[src/hdl/csmd_pkg.sv]
// Shared types and constants for the chord and sticky-modifier decoder.
package csmd_pkg;

    localparam int WORD_W  = 64;
    localparam int TICK_W  = 16;
    localparam int CFG_IDX_W = 3;

    localparam logic [CFG_IDX_W-1:0] CFG_MODIFIER_MASK    = 3'd0;
    localparam logic [CFG_IDX_W-1:0] CFG_CHORD_MASK       = 3'd1;
    localparam logic [CFG_IDX_W-1:0] CFG_LONG_PRESS_TICKS = 3'd2;
    localparam logic [CFG_IDX_W-1:0] CFG_DOUBLE_TAP_TICKS = 3'd3;
    localparam logic [CFG_IDX_W-1:0] CFG_AUTOFIRE_TICKS   = 3'd4;

    localparam logic [TICK_W-1:0] LONG_PRESS_RESET = 16'd20;
    localparam logic [TICK_W-1:0] DOUBLE_TAP_RESET = 16'd10;
    localparam logic [TICK_W-1:0] AUTOFIRE_RESET   = 16'd30;

    typedef struct packed {
        logic [WORD_W-1:0] modifier_mask;
        logic [WORD_W-1:0] chord_mask;
        logic [TICK_W-1:0] long_press_ticks;
        logic [TICK_W-1:0] double_tap_ticks;
        logic [TICK_W-1:0] autofire_ticks;
    } cfg_t;

    typedef struct packed {
        logic [WORD_W-1:0] prev_mods;
        logic [WORD_W-1:0] sent_mods;
        logic [WORD_W-1:0] tap_waiting;
        logic [WORD_W-1:0] oneshot_mods;
        logic [WORD_W-1:0] locked_mods;
        logic [WORD_W-1:0] held_chord;
        logic              chord_active;
        logic              press_issued;
        logic              force_mod_update;
        logic [TICK_W-1:0] autofire_count;
        logic [TICK_W-1:0] tap_window_count;
        logic [TICK_W-1:0] hold_count;
    } state_t;

    typedef struct packed {
        logic              mods_valid;
        logic [WORD_W-1:0] mods_now;
        logic [WORD_W-1:0] mods_before;
        logic              chord_press;
        logic              chord_release;
        logic [WORD_W-1:0] chord_bits;
        logic              haptic_short;
        logic              haptic_long;
    } result_t;

endpackage

[src/hdl/csmd_step.sv]
// Combinational next-state and result logic for one button report.
module csmd_step
    import csmd_pkg::*;
(
    input  cfg_t              cfg,
    input  state_t            cur,
    input  logic [WORD_W-1:0] buttons,
    output state_t            nxt,
    output result_t           res
);

    always_comb
    begin
        state_t            s;
        logic [WORD_W-1:0] mods;
        logic [WORD_W-1:0] btn;
        logic [WORD_W-1:0] eff;
        logic [WORD_W-1:0] old_oneshot;
        logic [WORD_W-1:0] prior_sent;
        logic [WORD_W-1:0] ev_bits;
        logic              mvalid;
        logic              cpress;
        logic              crel;
        logic              rshort;
        logic              rlong;

        s           = cur;
        mods        = buttons & cfg.modifier_mask;
        btn         = buttons & cfg.chord_mask;
        prior_sent  = cur.sent_mods;
        ev_bits     = '0;
        eff         = '0;
        old_oneshot = '0;
        mvalid      = 1'b0;
        cpress      = 1'b0;
        crel        = 1'b0;
        rshort      = 1'b0;
        rlong       = 1'b0;

        // Modifier edge handling, classified by numeric compare of the words.
        if (mods != s.prev_mods || s.force_mod_update)
        begin
            s.force_mod_update = 1'b0;
            if (s.prev_mods > mods)
            begin
                s.tap_waiting      = s.prev_mods ^ mods;
                s.tap_window_count = '0;
            end
            else if (s.prev_mods < mods)
            begin
                s.hold_count = '0;
                if (((s.oneshot_mods | s.locked_mods) & mods) != '0)
                begin
                    s.oneshot_mods = s.oneshot_mods & ~mods;
                    s.locked_mods  = s.locked_mods & ~mods;
                    rlong          = 1'b1;
                end
                if ((s.tap_waiting & (mods ^ s.prev_mods)) != '0)
                begin
                    old_oneshot    = s.oneshot_mods;
                    s.oneshot_mods = s.oneshot_mods ^ (s.tap_waiting & mods);
                    s.tap_waiting  = '0;
                    if (old_oneshot != s.oneshot_mods)
                        rshort = 1'b1;
                end
            end
            eff = mods | s.oneshot_mods | s.locked_mods;
            if (eff != s.sent_mods)
            begin
                mvalid      = 1'b1;
                s.sent_mods = eff;
            end
            s.prev_mods = mods;
        end

        // A latched modifier that stays held long enough becomes locked.
        if ((mods & s.oneshot_mods) != '0)
        begin
            s.hold_count = s.hold_count + 16'd1;
            if (s.hold_count == cfg.long_press_ticks)
            begin
                s.oneshot_mods = s.oneshot_mods ^ mods;
                s.locked_mods  = s.locked_mods | mods;
                rshort         = 1'b1;
            end
        end

        if (s.tap_waiting != '0)
        begin
            s.tap_window_count = s.tap_window_count + 16'd1;
            if (s.tap_window_count >= cfg.double_tap_ticks)
                s.tap_waiting = '0;
        end

        // Chord capture, release and auto-fire.
        if (btn == '0 && s.chord_active)
        begin
            s.chord_active = 1'b0;
            if (s.held_chord != '0 && !s.press_issued)
            begin
                s.press_issued = 1'b1;
                cpress         = 1'b1;
                ev_bits        = s.held_chord;
                if (s.oneshot_mods != '0)
                begin
                    s.oneshot_mods     = '0;
                    s.force_mod_update = 1'b1;
                end
            end
            if (s.press_issued && s.held_chord != '0)
            begin
                crel    = 1'b1;
                ev_bits = s.held_chord;
            end
            s.press_issued = 1'b0;
            s.held_chord   = '0;
        end
        else if (btn != s.held_chord && !s.press_issued)
        begin
            if (s.held_chord < btn)
            begin
                s.chord_active   = 1'b1;
                s.held_chord     = btn;
                s.autofire_count = '0;
            end
        end
        else
        begin
            s.autofire_count = s.autofire_count + 16'd1;
            if (s.autofire_count >= cfg.autofire_ticks && btn != '0 && s.held_chord == btn)
            begin
                s.press_issued = 1'b1;
                cpress         = 1'b1;
                ev_bits        = btn;
                if (s.oneshot_mods != '0)
                begin
                    s.oneshot_mods     = '0;
                    s.force_mod_update = 1'b1;
                end
            end
        end

        nxt               = s;
        res.mods_valid    = mvalid;
        res.mods_now      = s.sent_mods;
        res.mods_before   = mvalid ? prior_sent : s.sent_mods;
        res.chord_press   = cpress;
        res.chord_release = crel;
        res.chord_bits    = ev_bits;
        res.haptic_short  = rshort;
        res.haptic_long   = rlong;
    end

endmodule

[src/hdl/chord_sticky_modifier_decoder_top.sv]
// Top level of the chord and sticky-modifier decoder: handshakes, registers and state.
// An accepted item passes through the input register, then the result register, before its
// result is on the outputs; each report gives one result.
// Throughput: one item per cycle while the consumer keeps up; the step is one combinational pass.
// Reset (rst_n low, asynchronous) clears all decoder state and both valid flags and
// returns the configuration registers to their defaults (masks zero, ticks 20/10/30).
module chord_sticky_modifier_decoder_top
    import csmd_pkg::*;
(
    input  logic                 clk,
    input  logic                 rst_n,

    input  logic                 cfg_valid,
    output logic                 cfg_ready,
    input  logic [CFG_IDX_W-1:0] cfg_index,
    input  logic [WORD_W-1:0]    cfg_data,

    input  logic                 in_valid,
    output logic                 in_ready,
    input  logic [WORD_W-1:0]    buttons,

    output logic                 out_valid,
    input  logic                 out_ready,
    output logic                 mods_valid,
    output logic [WORD_W-1:0]    mods_now,
    output logic [WORD_W-1:0]    mods_before,
    output logic                 chord_press,
    output logic                 chord_release,
    output logic [WORD_W-1:0]    chord_bits,
    output logic                 haptic_short,
    output logic                 haptic_long
);

    // Configuration registers. Writes must be issued only while the block is idle; the block
    // itself does not enforce this. The port can always take a write immediately.
    cfg_t cfg_reg;

    assign cfg_ready = 1'b1;

    always_ff @(posedge clk or negedge rst_n)
    begin
        if (!rst_n)
        begin
            cfg_reg.modifier_mask    <= '0;
            cfg_reg.chord_mask       <= '0;
            cfg_reg.long_press_ticks <= LONG_PRESS_RESET;
            cfg_reg.double_tap_ticks <= DOUBLE_TAP_RESET;
            cfg_reg.autofire_ticks   <= AUTOFIRE_RESET;
        end
        else if (cfg_valid && cfg_ready)
        begin
            unique case (cfg_index)
                CFG_MODIFIER_MASK:    cfg_reg.modifier_mask    <= cfg_data;
                CFG_CHORD_MASK:       cfg_reg.chord_mask       <= cfg_data;
                CFG_LONG_PRESS_TICKS: cfg_reg.long_press_ticks <= cfg_data[TICK_W-1:0];
                CFG_DOUBLE_TAP_TICKS: cfg_reg.double_tap_ticks <= cfg_data[TICK_W-1:0];
                CFG_AUTOFIRE_TICKS:   cfg_reg.autofire_ticks   <= cfg_data[TICK_W-1:0];
                default: ;
            endcase
        end
    end

    // Input register. The item held here moves into the result register, and
    // updates the decoder state, at the edge where the result register is free
    // or is being emptied. A new item is taken in the same cycle, so reports
    // stream at one per cycle while the consumer keeps up.
    logic              in_valid_reg;
    logic [WORD_W-1:0] in_buttons_reg;
    logic              advance;

    assign advance  = in_valid_reg && (!out_valid || out_ready);
    assign in_ready = !in_valid_reg || advance;

    always_ff @(posedge clk or negedge rst_n)
    begin
        if (!rst_n)
            in_valid_reg <= 1'b0;
        else if (in_ready)
            in_valid_reg <= in_valid;
    end

    always_ff @(posedge clk)
    begin
        if (in_valid && in_ready)
            in_buttons_reg <= buttons;
    end

    // Decoder state, updated once per item as it passes into the result register.
    state_t  state_reg;
    state_t  state_next;
    result_t step_res;

    csmd_step u_step (
        .cfg     (cfg_reg),
        .cur     (state_reg),
        .buttons (in_buttons_reg),
        .nxt     (state_next),
        .res     (step_res)
    );

    always_ff @(posedge clk or negedge rst_n)
    begin
        if (!rst_n)
            state_reg <= '0;
        else if (advance)
            state_reg <= state_next;
    end

    // Result register. It holds a finished item until the consumer takes it.
    logic    out_valid_reg;
    result_t res_reg;

    always_ff @(posedge clk or negedge rst_n)
    begin
        if (!rst_n)
            out_valid_reg <= 1'b0;
        else if (advance)
            out_valid_reg <= 1'b1;
        else if (out_ready)
            out_valid_reg <= 1'b0;
    end

    always_ff @(posedge clk)
    begin
        if (advance)
            res_reg <= step_res;
    end

    assign out_valid     = out_valid_reg;
    assign mods_valid    = res_reg.mods_valid;
    assign mods_now      = res_reg.mods_now;
    assign mods_before   = res_reg.mods_before;
    assign chord_press   = res_reg.chord_press;
    assign chord_release = res_reg.chord_release;
    assign chord_bits    = res_reg.chord_bits;
    assign haptic_short  = res_reg.haptic_short;
    assign haptic_long   = res_reg.haptic_long;

    // A reported modifier change always differs from what was sent before.
    assert property (@(posedge clk) disable iff (!rst_n)
        out_valid && mods_valid |-> mods_now != mods_before)
        else $error("modifier change reported with identical masks");

    // Every chord event names a nonzero pattern.
    assert property (@(posedge clk) disable iff (!rst_n)
        out_valid && (chord_press || chord_release) |-> chord_bits != '0)
        else $error("chord event with empty pattern");

    // A press can only be outstanding for a captured chord.
    assert property (@(posedge clk) disable iff (!rst_n)
        state_reg.press_issued |-> state_reg.held_chord != '0)
        else $error("press outstanding without a held chord");

    // The input side stalls only while an item waits in the input register.
    assert property (@(posedge clk) disable iff (!rst_n)
        !in_ready |-> in_valid_reg && out_valid && !out_ready)
        else $error("input stalled without a pending item");

endmodule

[config.mk]
export PLATFORM = sky130hd
export DESIGN_NAME = chord_sticky_modifier_decoder_top
export DESIGN_NICKNAME = d
export VERILOG_FILES = /design/src/hdl/csmd_pkg.sv /design/src/hdl/csmd_step.sv /design/src/hdl/chord_sticky_modifier_decoder_top.sv
export SDC_FILE = /design/constraint.sdc
export NUM_CORES = 2
export LEC_CHECK = 0
export BUFFER_PORTS_ARGS = -buffer_cell sky130_fd_sc_hd__buf_2
export CAP_MARGIN = 20
export CORE_ASPECT_RATIO = 0.9
export CORE_MARGIN = 2
export CORE_UTILIZATION = 61
export DETAILED_ROUTE_END_ITERATION = 8
export GPL_TIMING_DRIVEN = 0
export PLACE_DENSITY = 0.9
export SLEW_MARGIN = 20
export SYNTH_ARGS = -nofsm -noshare
export SYNTH_HDL_FRONTEND = slang
export SYNTH_SLANG_ARGS = --single-unit
[constraint.sdc]
create_clock -name clk -period 10.55 [get_ports clk]
set_input_delay 1.055 -clock clk [delete_from_list [all_inputs] [get_ports clk]]
set_output_delay 1.055 -clock clk [all_outputs]
set_load 0.1 [all_outputs]
==> metrics <==
via count 41000; Placed Instance Area 47700 sq um; setup TNS 0 ns; routability cong. 1.11; Die Y 260 um; Worst Path Class, Setup flop to flop; Seq cells post-synth 874; Tmin final 9.27 ns; Post-CTS Hold Buffers 0; Post-synth EDFFs 261; Final Hold Fails 0; Seq/Total Area, Yosys 52.1%; cell family with most CP delay simple AND/OR/NAND/NOR gates; Avg Cell Area, Syn 10.3 sq um; Critical Path Slowest Stage Cell nor4_1; Fmax achieved 0.108 GHz; Avg WL per Cell 33.7 um; largest area contributor in the netlist dfrtp_1; fraction of layout cells with a size suffix above 1 15.6%; top post-synthesis cells by count dfrtp_1 (605), nand2_1 (464), o21ai_0 (360); Via density 7.09; initial antenna violation count 18; Die Area 75100 sq um; mapped cell area 44500 sq um; Die Wd 289 um; drt pass-1 iters 8; WP buf/inv 5; post-route DRC violation count 0; Final Non-Filler Cells 5781; Worst EP arrival 9.87 ns; largest net degree at the start of global routing 103; PostCTS Resize Cnt 0; buffer depth of the longest clock path 3; antenna viol nets, final 0; fin. max-slew vios 0; dpl ws 2.00 ns; CTS clk-pin slew, worst paths 0.06 ns; Critical Path Max Stage Delay 1.10 ns; max FFs per register 435; crit-path most repeated cell buf_2; Worst Tran Pin Value 1.33 ns; setup violators final 0; Top FF cell, synth dfrtp_1; P&R area growth vs syn 13.8%; Async S/R FF share, synth 70.1%; GR Util All Layers 51.3%; postcts setup bufs 0; Netlist cell types 81; pwr/cell area 279 nW/um^2; worst setup margin 1.28 ns; maximum VDD drop 227 uV; Synth warnings 0; core area 71900 sq um; period utilisation layout 87.9%; Core Rows 93; Final nets 5114; outcome complete, no violations; Root Buffer clkbuf_16; vias in the first global route 38800; GR Overflow Total 0; cells after synthesis 4306; critical-path maximum fanout 10; clock sink count 874; Num CTS Buffers 89; critical path capture point type flop; initial DRC count 7102; final wirelength 195000 um; crit path cell chain nand2_1, ha_1, nand4_1, nor4_1, nor3b_1, o21ai_2, nand3_4, buf_2, o21ai_0, ha_1, nor4_1, nand4_1, or4_1, clkbuf_1, nand2_1, nor3b_1, o21ai_0, a22oi_1, nand4b_1, buf_2, buf_2, clkbuf_1, a31oi_1, a21oi_2; Filler Cell Count 5072; Clock Skew 0.0324 ns; max_slew headroom 10.6%; Worst-Skew Late Latency 0.68 ns; most common cell in the netlist dfrtp_1; Leakage Power 21.7 nW; H-Tree Depth 3; first-pass GRT wire length 273000 um; Hold Path Class input port to asynchronous set/reset pin; CP Launch Type flop; unrepaired setup endpoints after global routing false; DP Cell Count 5605; post-synth top area share 34.0%; # Max-Cap Violations 0; Starting Density 61.9%; Mapped Nets 4674; Final HPWL DP 151000 um; RR Startpoint in_buttons_reg[10]; leading post-synthesis cells by cell area dfrtp_1 (34%), edfxtp_1 (18%), ha_1 (6.5%); CTS tree done; Critical Path RT 11.15 ns; r2r endpoint state_reg[224]; Reg2Reg Depth 24; flop-to-flop setup slack 1.28 ns; I/O pins 336; fin area 50700 sq um; PortBufs 334
==> worst max-delay path by stage <==
stage / start / to / cells past startpoint
2_1_floorplan: out_ready / state_reg[283] / 8
3_3_place_gp: rst_n / state_reg[413] / 1
3_5_place_dp: in_buttons_reg[10] / state_reg[193] / 24
4_1_cts: in_buttons_reg[10] / state_reg[193] / 24
5_1_grt: in_buttons_reg[43] / state_reg[277] / 23
6_report: in_buttons_reg[10] / state_reg[224] / 24
==> metal layers <==
metal	wire, um	vias to the layer above	track usage, %
met4	15200	14	31.8
met1	70200	19800	68.0
li1	-	16800	-
met2	78100	3680	70.0
met3	31100	745	20.7
met5	207	-	1.15
==> cells by family (layout without fill, tap and decap cells) <==
kind of cell	count (synthesis)	count (layout)	synth area share, %
mux	183	183	4.57
fa+ha+maj	232	232	6.52
compound gates	1162	1162	16.8
flops	874	874	52.1
simple gates	1310	1310	13.9
other cells	1	9	0.00843
xor+xnor	114	114	2.24
buf+inv	430	947	3.89
==> worst register-to-register path, stage by stage, from the launching register on <==
cell and delay (ns):
edfxtp_1 0.61, nand2_1 0.33, ha_1 0.49, nand4_1 0.20, nor4_1 1.10, nor3b_1 0.50
o21ai_2 0.25, nand3_4 0.19, buf_2 0.32, o21ai_0 0.38, ha_1 0.33, nor4_1 0.83
nand4_1 0.27, or4_1 0.64, clkbuf_1 0.27, nand2_1 0.16, nor3b_1 0.06, o21ai_0 0.13
a22oi_1 0.15, nand4b_1 0.11, buf_2 0.38, buf_2 0.46, clkbuf_1 0.65, a31oi_1 0.24
a21oi_2 0.16
==> power by group <==
group / switching, mW / internal, mW / total, mW
Clock: 1.46 / 1.75 / 3.21
Combinational: 4.14 / 1.58 / 5.72
Sequential: 0.947 / 4.27 / 5.22
==> area by class of cell <==
| class | instances | area, sq um | share of cell area [%] |
|---|---|---|---|
| well taps | 950 | 1190 | 2.35 |
| diodes | 8 | 20.0 | 0.0395 |
| multi-input cells | 3002 | 19600 | 38.7 |
| inverters | 147 | 552 | 1.09 |
| clock buffers | 117 | 2430 | 4.81 |
| repair buffers | 349 | 2000 | 3.95 |
| clock inverters | 51 | 469 | 0.926 |
| flip-flops and latches | 874 | 23200 | 45.8 |
| plain buffers | 283 | 1180 | 2.34 |
==> metrics by stage <==
| stage | hold WS [ns] | power, mW | utilization, % |
|---|---|---|---|
| 6_report | 0.333 | 14.1 | 70.5 |
| 5_1_grt | 0.395 | 14.4 | 70.4 |
| 2_1_floorplan | 0.450 | 8.38 | - |
| 3_5_place_dp | 0.479 | 10.6 | 66.4 |
| 3_3_place_gp | 0.467 | 10.5 | 65.9 |
| 4_1_cts | 0.365 | 13.8 | 70.4 |
==> layout by cell type (no fill, tap or decap), types with 10 or more instances in the layout <==
master / n
a21o_1: 52
a21oi_1: 252
mux2i_1: 22
nor3_1: 77
a21oi_2: 30
o22ai_1: 12
buf_2: 345
o211ai_1: 52
buf_1: 16
a2111oi_0: 12
a22o_1: 12
nand4_1: 93
inv_1: 146
o21ai_0: 359
a211oi_1: 24
and2_1: 12
clkbuf_1: 261
edfxtp_1: 261
nor2b_1: 30
clkbuf_16: 91
o21ai_1: 26
nor2_4: 10
dfrtp_1: 605
o31ai_1: 74
and3_1: 19
nor2_1: 312
ha_1: 232
xor2_1: 22
a31oi_1: 44
nand3_1: 105
a32o_1: 72
clkinv_2: 19
xnor2_1: 92
nand2_1: 464
o2bb2ai_1: 62
nand2b_1: 11
nor4_1: 116
mux2_2: 161
o2111ai_1: 22
Power figures use the tool's default switching activity.
